## src/sv/zcid_pkg.sv

```systemverilog
`timescale 1ns / 1ps
package zcid_pkg;

  localparam int SAMPLE_BITS = 16;
  localparam int INDEX_BITS  = 20;
  localparam int FRAC_BITS   = 8;
  localparam int RATE_W      = 18;
  localparam int FREQ_W      = 32;
  localparam int EDGE_W      = INDEX_BITS + FRAC_BITS;
  localparam int DVD_W       = RATE_W + 2 * FRAC_BITS;
  localparam int REM_W       = EDGE_W;
  localparam int CNT_W       = $clog2(DVD_W + 1);

  localparam logic [RATE_W-1:0] RATE_RESET = RATE_W'(4000);

  typedef struct packed {
    logic signed [SAMPLE_BITS-1:0] sample;
    logic                          record_start;
  } in_t;

  typedef struct packed {
    logic [EDGE_W-1:0] edge_pos;
    logic              interval_valid;
    logic [FREQ_W-1:0] interval_freq;
    logic [EDGE_W-1:0] mid_pos;
  } out_t;

  typedef struct packed {
    logic             start;
    logic [REM_W-1:0] rem_init;
    logic [DVD_W-1:0] dvd;
    logic [REM_W-1:0] dvs;
    logic [CNT_W-1:0] steps;
  } div_req_t;

  typedef struct packed {
    logic             done;
    logic [DVD_W-1:0] quo;
  } div_rsp_t;

endpackage

```

## src/sv/zero_crossing_interval_detector_top.sv

```systemverilog
`timescale 1ns / 1ps
// channel  | valid / ready          | payload
// ---------+------------------------+-------------------------------------------
// in       | in_valid / in_ready    | in_data  : sample, record_start
// out      | out_valid / out_ready  | out_data : edge_pos, interval_valid,
//          |                        |            interval_freq, mid_pos
// cfg      | cfg_valid / cfg_ready  | cfg_data : sample_rate
//
// a sample with no crossing leaves the block idle. a crossing runs one
// shared restoring divider: FRAC_BITS steps for the edge fraction, then,
// with a previous edge, 18 + 2*FRAC_BITS steps for the frequency. in_ready
// stays low until the result is loaded, which waits on out_ready in the
// emit state. reset is synchronous; sample_rate resets to 4000. a held
// result in the output register does not block the next transfer; only
// loading a new result waits on out_ready.
module zero_crossing_interval_detector_top (
  input  logic                 clk,
  input  logic                 rst,
  input  logic                 in_valid,
  output logic                 in_ready,
  input  zcid_pkg::in_t        in_data,
  output logic                 out_valid,
  input  logic                 out_ready,
  output zcid_pkg::out_t       out_data,
  input  logic                 cfg_valid,
  output logic                 cfg_ready,
  input  logic [17:0]          cfg_data
);
  import zcid_pkg::*;

  localparam logic [1:0] ST_IDLE = 2'd0;
  localparam logic [1:0] ST_FRAC = 2'd1;
  localparam logic [1:0] ST_FREQ = 2'd2;
  localparam logic [1:0] ST_EMIT = 2'd3;

  logic [1:0]                    state;
  logic [RATE_W-1:0]             sample_rate;
  logic signed [SAMPLE_BITS-1:0] last_sample;
  logic                          have_last_sample;
  logic [INDEX_BITS-1:0]         sample_index;
  logic [EDGE_W-1:0]             last_edge;
  logic                          have_edge;
  logic [INDEX_BITS-1:0]         cross_index;
  logic                          res_valid;
  logic [EDGE_W-1:0]             res_edge;
  logic [EDGE_W-1:0]             res_mid;
  logic [FREQ_W-1:0]             res_freq;

  logic                          in_xfer;
  logic                          crossing;
  logic signed [SAMPLE_BITS:0]   den;
  logic [EDGE_W-1:0]             edge_next;
  logic [EDGE_W-1:0]             edge_dist;
  logic [FREQ_W-1:0]             freq_sat;
  div_req_t                      req;
  div_rsp_t                      rsp;

  assign in_ready  = (state == ST_IDLE);
  assign in_xfer   = in_valid && in_ready;
  assign cfg_ready = 1'b1;

  // a record start clears the history, so that sample cannot end a crossing
  assign crossing = !in_data.record_start && have_last_sample &&
                    (last_sample > 0) && (in_data.sample < 0);
  assign den = {last_sample[SAMPLE_BITS-1], last_sample} -
               {in_data.sample[SAMPLE_BITS-1], in_data.sample};

  assign edge_next = {cross_index, rsp.quo[FRAC_BITS-1:0]};
  assign edge_dist = edge_next - last_edge;
  assign freq_sat  = (|rsp.quo[DVD_W-1:FREQ_W]) ? {FREQ_W{1'b1}} : rsp.quo[FREQ_W-1:0];

  always_comb begin
    req = '0;
    if (in_xfer && crossing) begin
      // remainder starts at prev: the integer part of prev/den is zero
      req.start    = 1'b1;
      req.rem_init = REM_W'(unsigned'(last_sample));
      req.dvs      = REM_W'(unsigned'(den));
      req.steps    = CNT_W'(FRAC_BITS);
    end else if (state == ST_FRAC && rsp.done && have_edge) begin
      req.start = 1'b1;
      req.dvd   = {sample_rate, {(2 * FRAC_BITS){1'b0}}};
      req.dvs   = edge_dist;
      req.steps = CNT_W'(DVD_W);
    end
  end

  zcid_div u_div (
    .clk (clk),
    .rst (rst),
    .req (req),
    .rsp (rsp)
  );

  always_ff @(posedge clk) begin
    if (rst) begin
      state            <= ST_IDLE;
      sample_rate      <= RATE_RESET;
      last_sample      <= '0;
      have_last_sample <= 1'b0;
      sample_index     <= '0;
      last_edge        <= '0;
      have_edge        <= 1'b0;
      out_valid        <= 1'b0;
    end else begin
      if (cfg_valid && cfg_ready) begin
        sample_rate <= cfg_data;
      end
      if (out_valid && out_ready && state != ST_EMIT) begin
        out_valid <= 1'b0;
      end
      case (state)
        ST_IDLE: begin
          if (in_xfer) begin
            last_sample      <= in_data.sample;
            have_last_sample <= 1'b1;
            if (in_data.record_start) begin
              sample_index <= INDEX_BITS'(1);
              have_edge    <= 1'b0;
              last_edge    <= '0;
            end else begin
              sample_index <= sample_index + INDEX_BITS'(1);
            end
            if (crossing) begin
              state <= ST_FRAC;
            end
          end
        end
        ST_FRAC: begin
          if (rsp.done) begin
            last_edge <= edge_next;
            have_edge <= 1'b1;
            state     <= have_edge ? ST_FREQ : ST_EMIT;
          end
        end
        ST_FREQ: begin
          if (rsp.done) begin
            state <= ST_EMIT;
          end
        end
        ST_EMIT: begin
          if (!out_valid || out_ready) begin
            out_valid <= 1'b1;
            state     <= ST_IDLE;
          end
        end
        default: begin
          state <= ST_IDLE;
        end
      endcase
    end
  end

  // payload registers
  always_ff @(posedge clk) begin
    if (in_xfer) begin
      cross_index <= sample_index;
    end
    if (state == ST_FRAC && rsp.done) begin
      res_edge  <= edge_next;
      res_valid <= have_edge;
      res_mid   <= have_edge ? (last_edge + {1'b0, edge_dist[EDGE_W-1:1]}) : '0;
    end
    if (state == ST_FREQ && rsp.done) begin
      res_freq <= freq_sat;
    end else if (state == ST_FRAC && rsp.done) begin
      res_freq <= '0;
    end
    if (state == ST_EMIT && (!out_valid || out_ready)) begin
      out_data.edge_pos       <= res_edge;
      out_data.interval_valid <= res_valid;
      out_data.interval_freq  <= res_freq;
      out_data.mid_pos        <= res_mid;
    end
  end

endmodule

```

## src/sv/zcid_div.sv

```systemverilog
`timescale 1ns / 1ps
module zcid_div (
  input  logic                clk,
  input  logic                rst,
  input  zcid_pkg::div_req_t  req,
  output zcid_pkg::div_rsp_t  rsp
);
  import zcid_pkg::*;

  logic             busy;
  logic             done;
  logic [CNT_W-1:0] cnt;
  logic [REM_W-1:0] rem;
  logic [REM_W-1:0] rem_next;
  logic [REM_W-1:0] dvs;
  logic [DVD_W-1:0] dvd;
  logic [REM_W:0]   trial;
  logic [REM_W:0]   diff;
  logic             qbit;

  // one restoring step: bring down the next dividend bit, subtract if it fits
  always_comb begin
    trial    = {rem, dvd[DVD_W-1]};
    diff     = trial - {1'b0, dvs};
    qbit     = (trial >= {1'b0, dvs});
    rem_next = qbit ? diff[REM_W-1:0] : trial[REM_W-1:0];
  end

  always_ff @(posedge clk) begin
    if (rst) begin
      busy <= 1'b0;
      done <= 1'b0;
    end else begin
      if (req.start) begin
        busy <= 1'b1;
        done <= 1'b0;
      end else if (busy && cnt == CNT_W'(1)) begin
        busy <= 1'b0;
        done <= 1'b1;
      end else begin
        done <= 1'b0;
      end
    end
  end

  always_ff @(posedge clk) begin
    if (req.start) begin
      rem <= req.rem_init;
      dvd <= req.dvd;
      dvs <= req.dvs;
      cnt <= req.steps;
    end else if (busy) begin
      rem <= rem_next;
      // quotient bits fill in from the bottom as dividend bits leave the top
      dvd <= {dvd[DVD_W-2:0], qbit};
      cnt <= cnt - CNT_W'(1);
    end
  end

  assign rsp.done = done;
  assign rsp.quo  = dvd;

endmodule
```

## config.mk

```make
export PLATFORM = sky130hd
export DESIGN_NAME = zero_crossing_interval_detector_top
export DESIGN_NICKNAME = d
export VERILOG_FILES = /design/src/sv/zcid_pkg.sv /design/src/sv/zero_crossing_interval_detector_top.sv /design/src/sv/zcid_div.sv
export SDC_FILE = /design/constraint.sdc
export NUM_CORES = 1
export LEC_CHECK = 0
export ABC_AREA = 1
export BUFFER_PORTS_ARGS = -buffer_cell sky130_fd_sc_hd__buf_2
export CELL_PAD_IN_SITES_DETAIL_PLACEMENT = 0
export CELL_PAD_IN_SITES_GLOBAL_PLACEMENT = 1
export CORE_MARGIN = 1
export CORE_UTILIZATION = 33
export DETAILED_ROUTE_END_ITERATION = 16
export GPL_ROUTABILITY_DRIVEN = 0
export PLACE_DENSITY_LB_ADDON = 0.05
export SYNTH_ARGS = -nofsm -noshare
export SYNTH_HDL_FRONTEND = slang
export SYNTH_SLANG_ARGS = --single-unit
```

## constraint.sdc

```tcl
create_clock -name clk -period 8.7 [get_ports clk]
set_clock_uncertainty 0.15 [all_clocks]
set_input_delay 2.61 -clock clk [delete_from_list [all_inputs] [get_ports clk]]
set_output_delay 2.61 -clock clk [all_outputs]
set_load 0.02 [all_outputs]
```

* Word-level counts from Yosys, hierarchy flattened *
Cells that the tools add are included.

storage, ports and cells
  flip-flop bits (word level) = 383
  word-level logic and storage cells = 109

cells by class
  add/subtract/negate cells = 6
  $lt $le $gt $ge = 3
  equality and inequality tests = 11
  muxes and demuxes = 38
  bitwise gates (word level) = 1
  reduce and logical (&&, ||, !) cells = 26

operator list
  kind                                                                              count
  28-bit 2-to-1 mux                                                                 6
  34-bit 2-to-1 mux                                                                 3
  32-bit 2-to-1 mux                                                                 3
  68-bit 2-to-1 mux                                                                 1
  28-bit case mux with 2 select lines                                               1
  28-bit subtractor                                                                 2
  29-bit by 28-bit >= comparator with 1-bit output                                  1
  28-bit by 27-bit adder with 28-bit output                                         1
  23-bit 2-to-1 mux                                                                 1
  20-bit by 1-bit adder with 20-bit output, second input constant                   1
  20-bit 2-to-1 mux                                                                 1
  16-bit by 16-bit subtractor with 17-bit output                                    1
  16-bit by 1-bit greater-than comparator with 1-bit output, second input constant  1
  16-bit by 1-bit less-than comparator with 1-bit output, second input constant     1
  16-bit 2-to-1 mux                                                                 1
  1-bit logical AND                                                                 12
  1-bit 2-to-1 mux                                                                  12
  6-bit 2-to-1 mux                                                                  2
  2-bit 2-to-1 mux                                                                  5
  2-bit by 1-bit != test with 1-bit output, second input constant                   5
  2-bit case mux with 4 select lines                                                1
  2-bit nonzero test                                                                4
  6-bit by 1-bit == test with 1-bit output, second input constant                   1
  2-bit OR reduction                                                                3
  other kinds (12)                                                                  15

* Depth between registers and ports, before layout *
  depth in word-level cells = 7
  gate-level depth with buffers = 25

* Modules after synthesis *
From an unflattened synthesis, not the netlist that was laid out.

unflattened totals
  cells, all modules = 2793
  area total of the unflattened synthesis = 21877.2 sq um

modules (own cells, without submodules)
  module                               instances  cells an instance  area an instance (sq um)  sequential area each (sq um)
  zero_crossing_interval_detector_top  1          1929               15471.1                   7687.4
  zcid_div                             1          864                6406.1                    2922.8

* Worst setup path after synthesis *
No wires, ideal clock.

  path type = in2reg
  from = input port out_ready
  to = register out_data[0] (netlist name) (enable)
  data arrival time = 6928 ps
  path slack = 1056 ps
  cell stages on the path = 2
  path buffers = 0
  path through = inv_1 -> a21oi_1

on the way
  longest elaborated chain between the ends = 2

RTL lines
  element             RTL line                                    source
  start: declaration  zero_crossing_interval_detector_top.sv:23   input logic out_ready,
  1-bit logical OR    zero_crossing_interval_detector_top.sv:169  if (state == ST_EMIT && (!out_valid || out_ready)) begin
  1-bit logical AND   zero_crossing_interval_detector_top.sv:169
  end: declaration    zero_crossing_interval_detector_top.sv:24   output zcid_pkg::out_t out_data,

Every way passes these cells.
A chain may end at the register's enable or synchronous reset.

* Worst setup path after layout *
  from = input port in_data[0] (netlist name)
  to = register u_div.rem[8] (enable)

on the way
  longest elaborated chain between the ends = 7

RTL lines
  element                          RTL line                                   source
  start: declaration               zero_crossing_interval_detector_top.sv:21  input zcid_pkg::in_t in_data,
  1-bit zero test                  zero_crossing_interval_detector_top.sv:63  assign crossing = !in_data.record_start && have_last_sample &&
  1-bit logical AND (2 in series)  zero_crossing_interval_detector_top.sv:63
  1-bit logical AND                zero_crossing_interval_detector_top.sv:64  (last_sample > 0) && (in_data.sample < 0);
  1-bit logical AND                zero_crossing_interval_detector_top.sv:74  if (in_xfer && crossing) begin
  1-bit 2-to-1 mux                 zero_crossing_interval_detector_top.sv:74
  2-bit nonzero test (no line)     n/a
  end signal: assignment           zcid_div.sv:48                             rem <= req.rem_init;
  end signal: assignment           zcid_div.sv:53                             rem <= rem_next;
  end: declaration                 zcid_div.sv:13                             logic [REM_W-1:0] rem;

Every way passes these cells.

==> impl_metrics.py <==
metrics = {
    "cts": {
        "cts_tree": "yes",
        "post-cts-setup-buffers": 0,
        "cts-root-buf": "clkbuf_16",
        "cts_resized": 0,
        "ctsLongestPathBuffers": 3,
        "clk_pin_slew_worst_paths_ns": 0.06,
        "cts_buffers": 43,
        "worstSkewPairLatency_ns": 0.59,
        "cts_max_level": 2,
        "cts_sinks": 383,
        "holdBufCountCts": 0,
    },
    "floorplan": {
        "start_util": 0.335,
        "die_area_um2": 63900,
        "dieWidth_um": 253,
        "ios": 132,
        "die_height_um": 253,
        "core-area_um2": 61900,
        "rows": 91,
    },
    "detailed_routing": {
        "wl_per_cell_um": 17.8,
        "drt_iter0_drc": 1002,
        "dr.pass1.iters": 5,
        "drtAntennaViolNets": 0,
        "wirelength_um": 62200,
        "num_vias": 16500,
        "drcViolationCount": 0,
        "via_per_inst": 4.70,
    },
    "worst_setup_path": {
        "critPathKind": "primary input to register",
        "crit_chain": "buf_2, nor4_1, nand3_1, nand2_2, or2_2, buf_4",
        "worstPathRequired_ns": 8.76,
        "r2r_slack_ns": 4.34,
        "worst-r2r-cell-count": 21,
        "r2r_start": "u_div.dvd[0]$_SDFFCE_PN0P_",
        "regToRegEndpoint": "res_mid[20]$_SDFFCE_PN0P_",
        "end_kind": "register",
        "cpPeakStageDelay_ns": 0.67,
        "crit_fanout": 36,
        "slowest_stage": "or2_2",
        "crit_arrival_ns": 5.08,
        "critPathLaunchType": "primary input",
    },
    "grt": {
        "track_usage": 0.195,
        "grt_max_degree": 66,
        "grt_overflow_total": 0,
        "antenna_found_initial": 4,
        "grt_pass1_wl_um": 95700,
        "grt_pass1_vias": 16200,
    },
    "logic_synthesis": {
        "seq_area_frac_synth": 0.511,
        "synth_top_cell_area_share": 0.425,
        "synthCells": 2499,
        "netlist_area_um2": 20800,
        "synth_xor_area_frac": 0.0131,
        "synth_top_family_by_area": "simple AND/OR/NAND/NOR gates",
        "synth_compound_area_frac": 0.0916,
        "synth_cell_types": 45,
        "synth_top_cell_by_area": "edfxtp_1",
        "synthTopCellsByArea": "edfxtp_1, nand2_1, dfxtp_1",
        "ys_ff_latch": 383,
        "syn_nets": 2650,
        "synth_adder_area_share": 0.0683,
        "synth_simple_gate_area_frac": 0.233,
        "avgSynthCellArea_um2": 8.31,
        "synthMuxAreaShare": 0,
        "yosysWarnings": 0,
    },
    "sta": {
        "finalCritPeriodShare": 0.576,
        "min_period_ns": 5.01,
        "relSlewSlack": 0.322,
        "finalHoldViolCount": 0,
        "fmax_mhz": 199,
        "setup_viol": 0,
        "tightest_slew_ns": 1.02,
        "drv_slew": 0,
        "rsz0062_at_grt": "no",
        "setup_tns_ns": 0,
    },
    "cells_and_area": {
        "ff_latch_area_um2": 10600,
        "drive_above_1_share": 0.0866,
        "synthToLayoutAreaGrowth_pct": 14.2,
        "multi_input_area_um2": 8450,
        "nNetsFinal": 2785,
        "finalInstanceArea_um2": 23700,
        "antenna_cells": 0,
        "fillers": 6511,
    },
    "hold_path": {
        "whs_endpoint": "out_data[85]$_DFFE_PP_",
        "whs_path_depth": 0,
        "min-delay-start": "res_edge[24]$_DFFE_PP_",
        "hold_class": "register to register",
    },
    "status": {
        "status": "finished clean",
    },
    "placement": {
        "io_buffers": 130,
        "placed_area_um2": 22300,
        "place_hpwl_um": 47400,
    },
    "power_and_ir_drop": {
        "power.leakage_nw": 10.7,
        "power_density_nw_per_um2": 249,
        "ir_drop_mv": 0.132,
    },
    "job": {
        "max_cap_violations": 0,
    },
}
## state kept, by name (all words and copies together) (netlist names), 28 cells and up
register / flops
out_data: 89
last_edge: 28
res_mid: 28
res_edge: 28
res_freq: 32
u_div.dvd: 34
u_div.rem: 28
u_div.dvs: 28
## critical path: cells and delay by family
kind          cells  cell delay [ns]
simple gates      4             1.70
buf+inv           2             0.73
## kinds of logic (layout without fill, tap and decap cells)
group	after synthesis	in the layout
other	1	1
DFF	383	383
AOI/OAI and AO/OA	364	364
buffers and inverters	448	617
and+or+nand+nor	1161	1161
adders and majority gates	111	111
xor gates and xnor gates	31	31
## cell type report
type,count,area share
sequential,383,0.447
multi-input combinational,1668,0.356
inverter,394,0.0624
clock buffer,53,0.0470
tap,837,0.0442
timing repair buffer,144,0.0319
clock inverter,26,0.0110
## power by group
part / total [mW] / internal [mW] / switching [mW]
Clock: 1.80 / 1.02 / 0.787
Sequential: 2.25 / 2.12 / 0.126
Combinational: 1.86 / 0.543 / 1.32
Total: 5.91 / 3.68 / 2.23
## per-stage QoR
step | utilization | setup slack, ns | hold slack, ns | std cells | total power [mW]
global placement | 0.361 | 3.01 | 0.253 | 3426 | 4.16
CTS | 0.383 | 3.57 | 0.268 | 3505 | 5.98
finish | 0.383 | 3.69 | 0.266 | 3505 | 5.91
global route | 0.383 | 3.32 | 0.272 | 3505 | 6.29
floorplan | - | 1.06 | 0.250 | 2499 | 3.47
detailed placement | 0.361 | 2.94 | 0.255 | 3426 | 4.15
## cell usage after synthesis (all sizes together)
master and instances:
or2 4, nand3 157, nor3b 1, a21o 7, clkinv 1, o21a 2
nand3b 20, a22o 1, nor3 29, clkbuf 30, fa 4, ha 107
xnor2 13, nand2 658, a21boi 2, xor2 18, nor2b 1, conb 1
nor2 254, edfxtp 294, buf 24, o21bai 10, nor4 8, a31oi 6
o22ai 3, inv 393, dfxtp 89, a211oi 3, and2 7, o31ai 2
o21ai 122, nand4 22, a21oi 206
## cells in the final DEF, fill, tap and decap left out, types with 13 or more instances in the layout
cell       count
inv_1        390
nand4_1       22
edfxtp_1     294
a21oi_1      205
nor3_1        28
nand2_1      653
nand3b_1      20
buf_4         14
nor2_1       246
nand3_1      155
o21ai_0      119
xor2_1        18
ha_1         107
dfxtp_1       89
clkbuf_16     43
buf_2        130
xnor2_1       13
## layer usage
| layer | global-route usage | part of all wire | up-vias | routed length [um] |
|---|---|---|---|---|
| li1 | - | - | 8478 | - |
| met1 | 0.282 | 0.50 | 7641 | 31200 |
| met2 | 0.308 | 0.44 | 290 | 27500 |
| met3 | 0.0291 | 0.039 | 69 | 2450 |
| met4 | 0.0403 | 0.016 | 8 | 976 |
| met5 | 0 | 0.00076 | - | 47 |
## worst max path at each step
| stage | cells after the start | startpoint | to | slack, ns |
|---|---|---|---|---|
| 5_1_grt | 11 | in_data[0] | u_div.rem[27]$_SDFFCE_PN0P_ | 3.32 |
| 3_3_place_gp | 6 | in_data[0] | u_div.rem[14]$_DFFE_PP_ | 3.01 |
| 4_1_cts | 6 | in_data[0] | u_div.rem[8]$_DFFE_PP_ | 3.57 |
| 6_report | 6 | in_data[0] | u_div.rem[8]$_DFFE_PP_ | 3.69 |
| 3_5_place_dp | 6 | in_data[0] | u_div.rem[15]$_DFFE_PP_ | 2.94 |
| 2_1_floorplan | 2 | out_ready | out_data[0]$_DFFE_PP_ | 1.06 |
No activity file was read; power rests on OpenSTA's default activity.
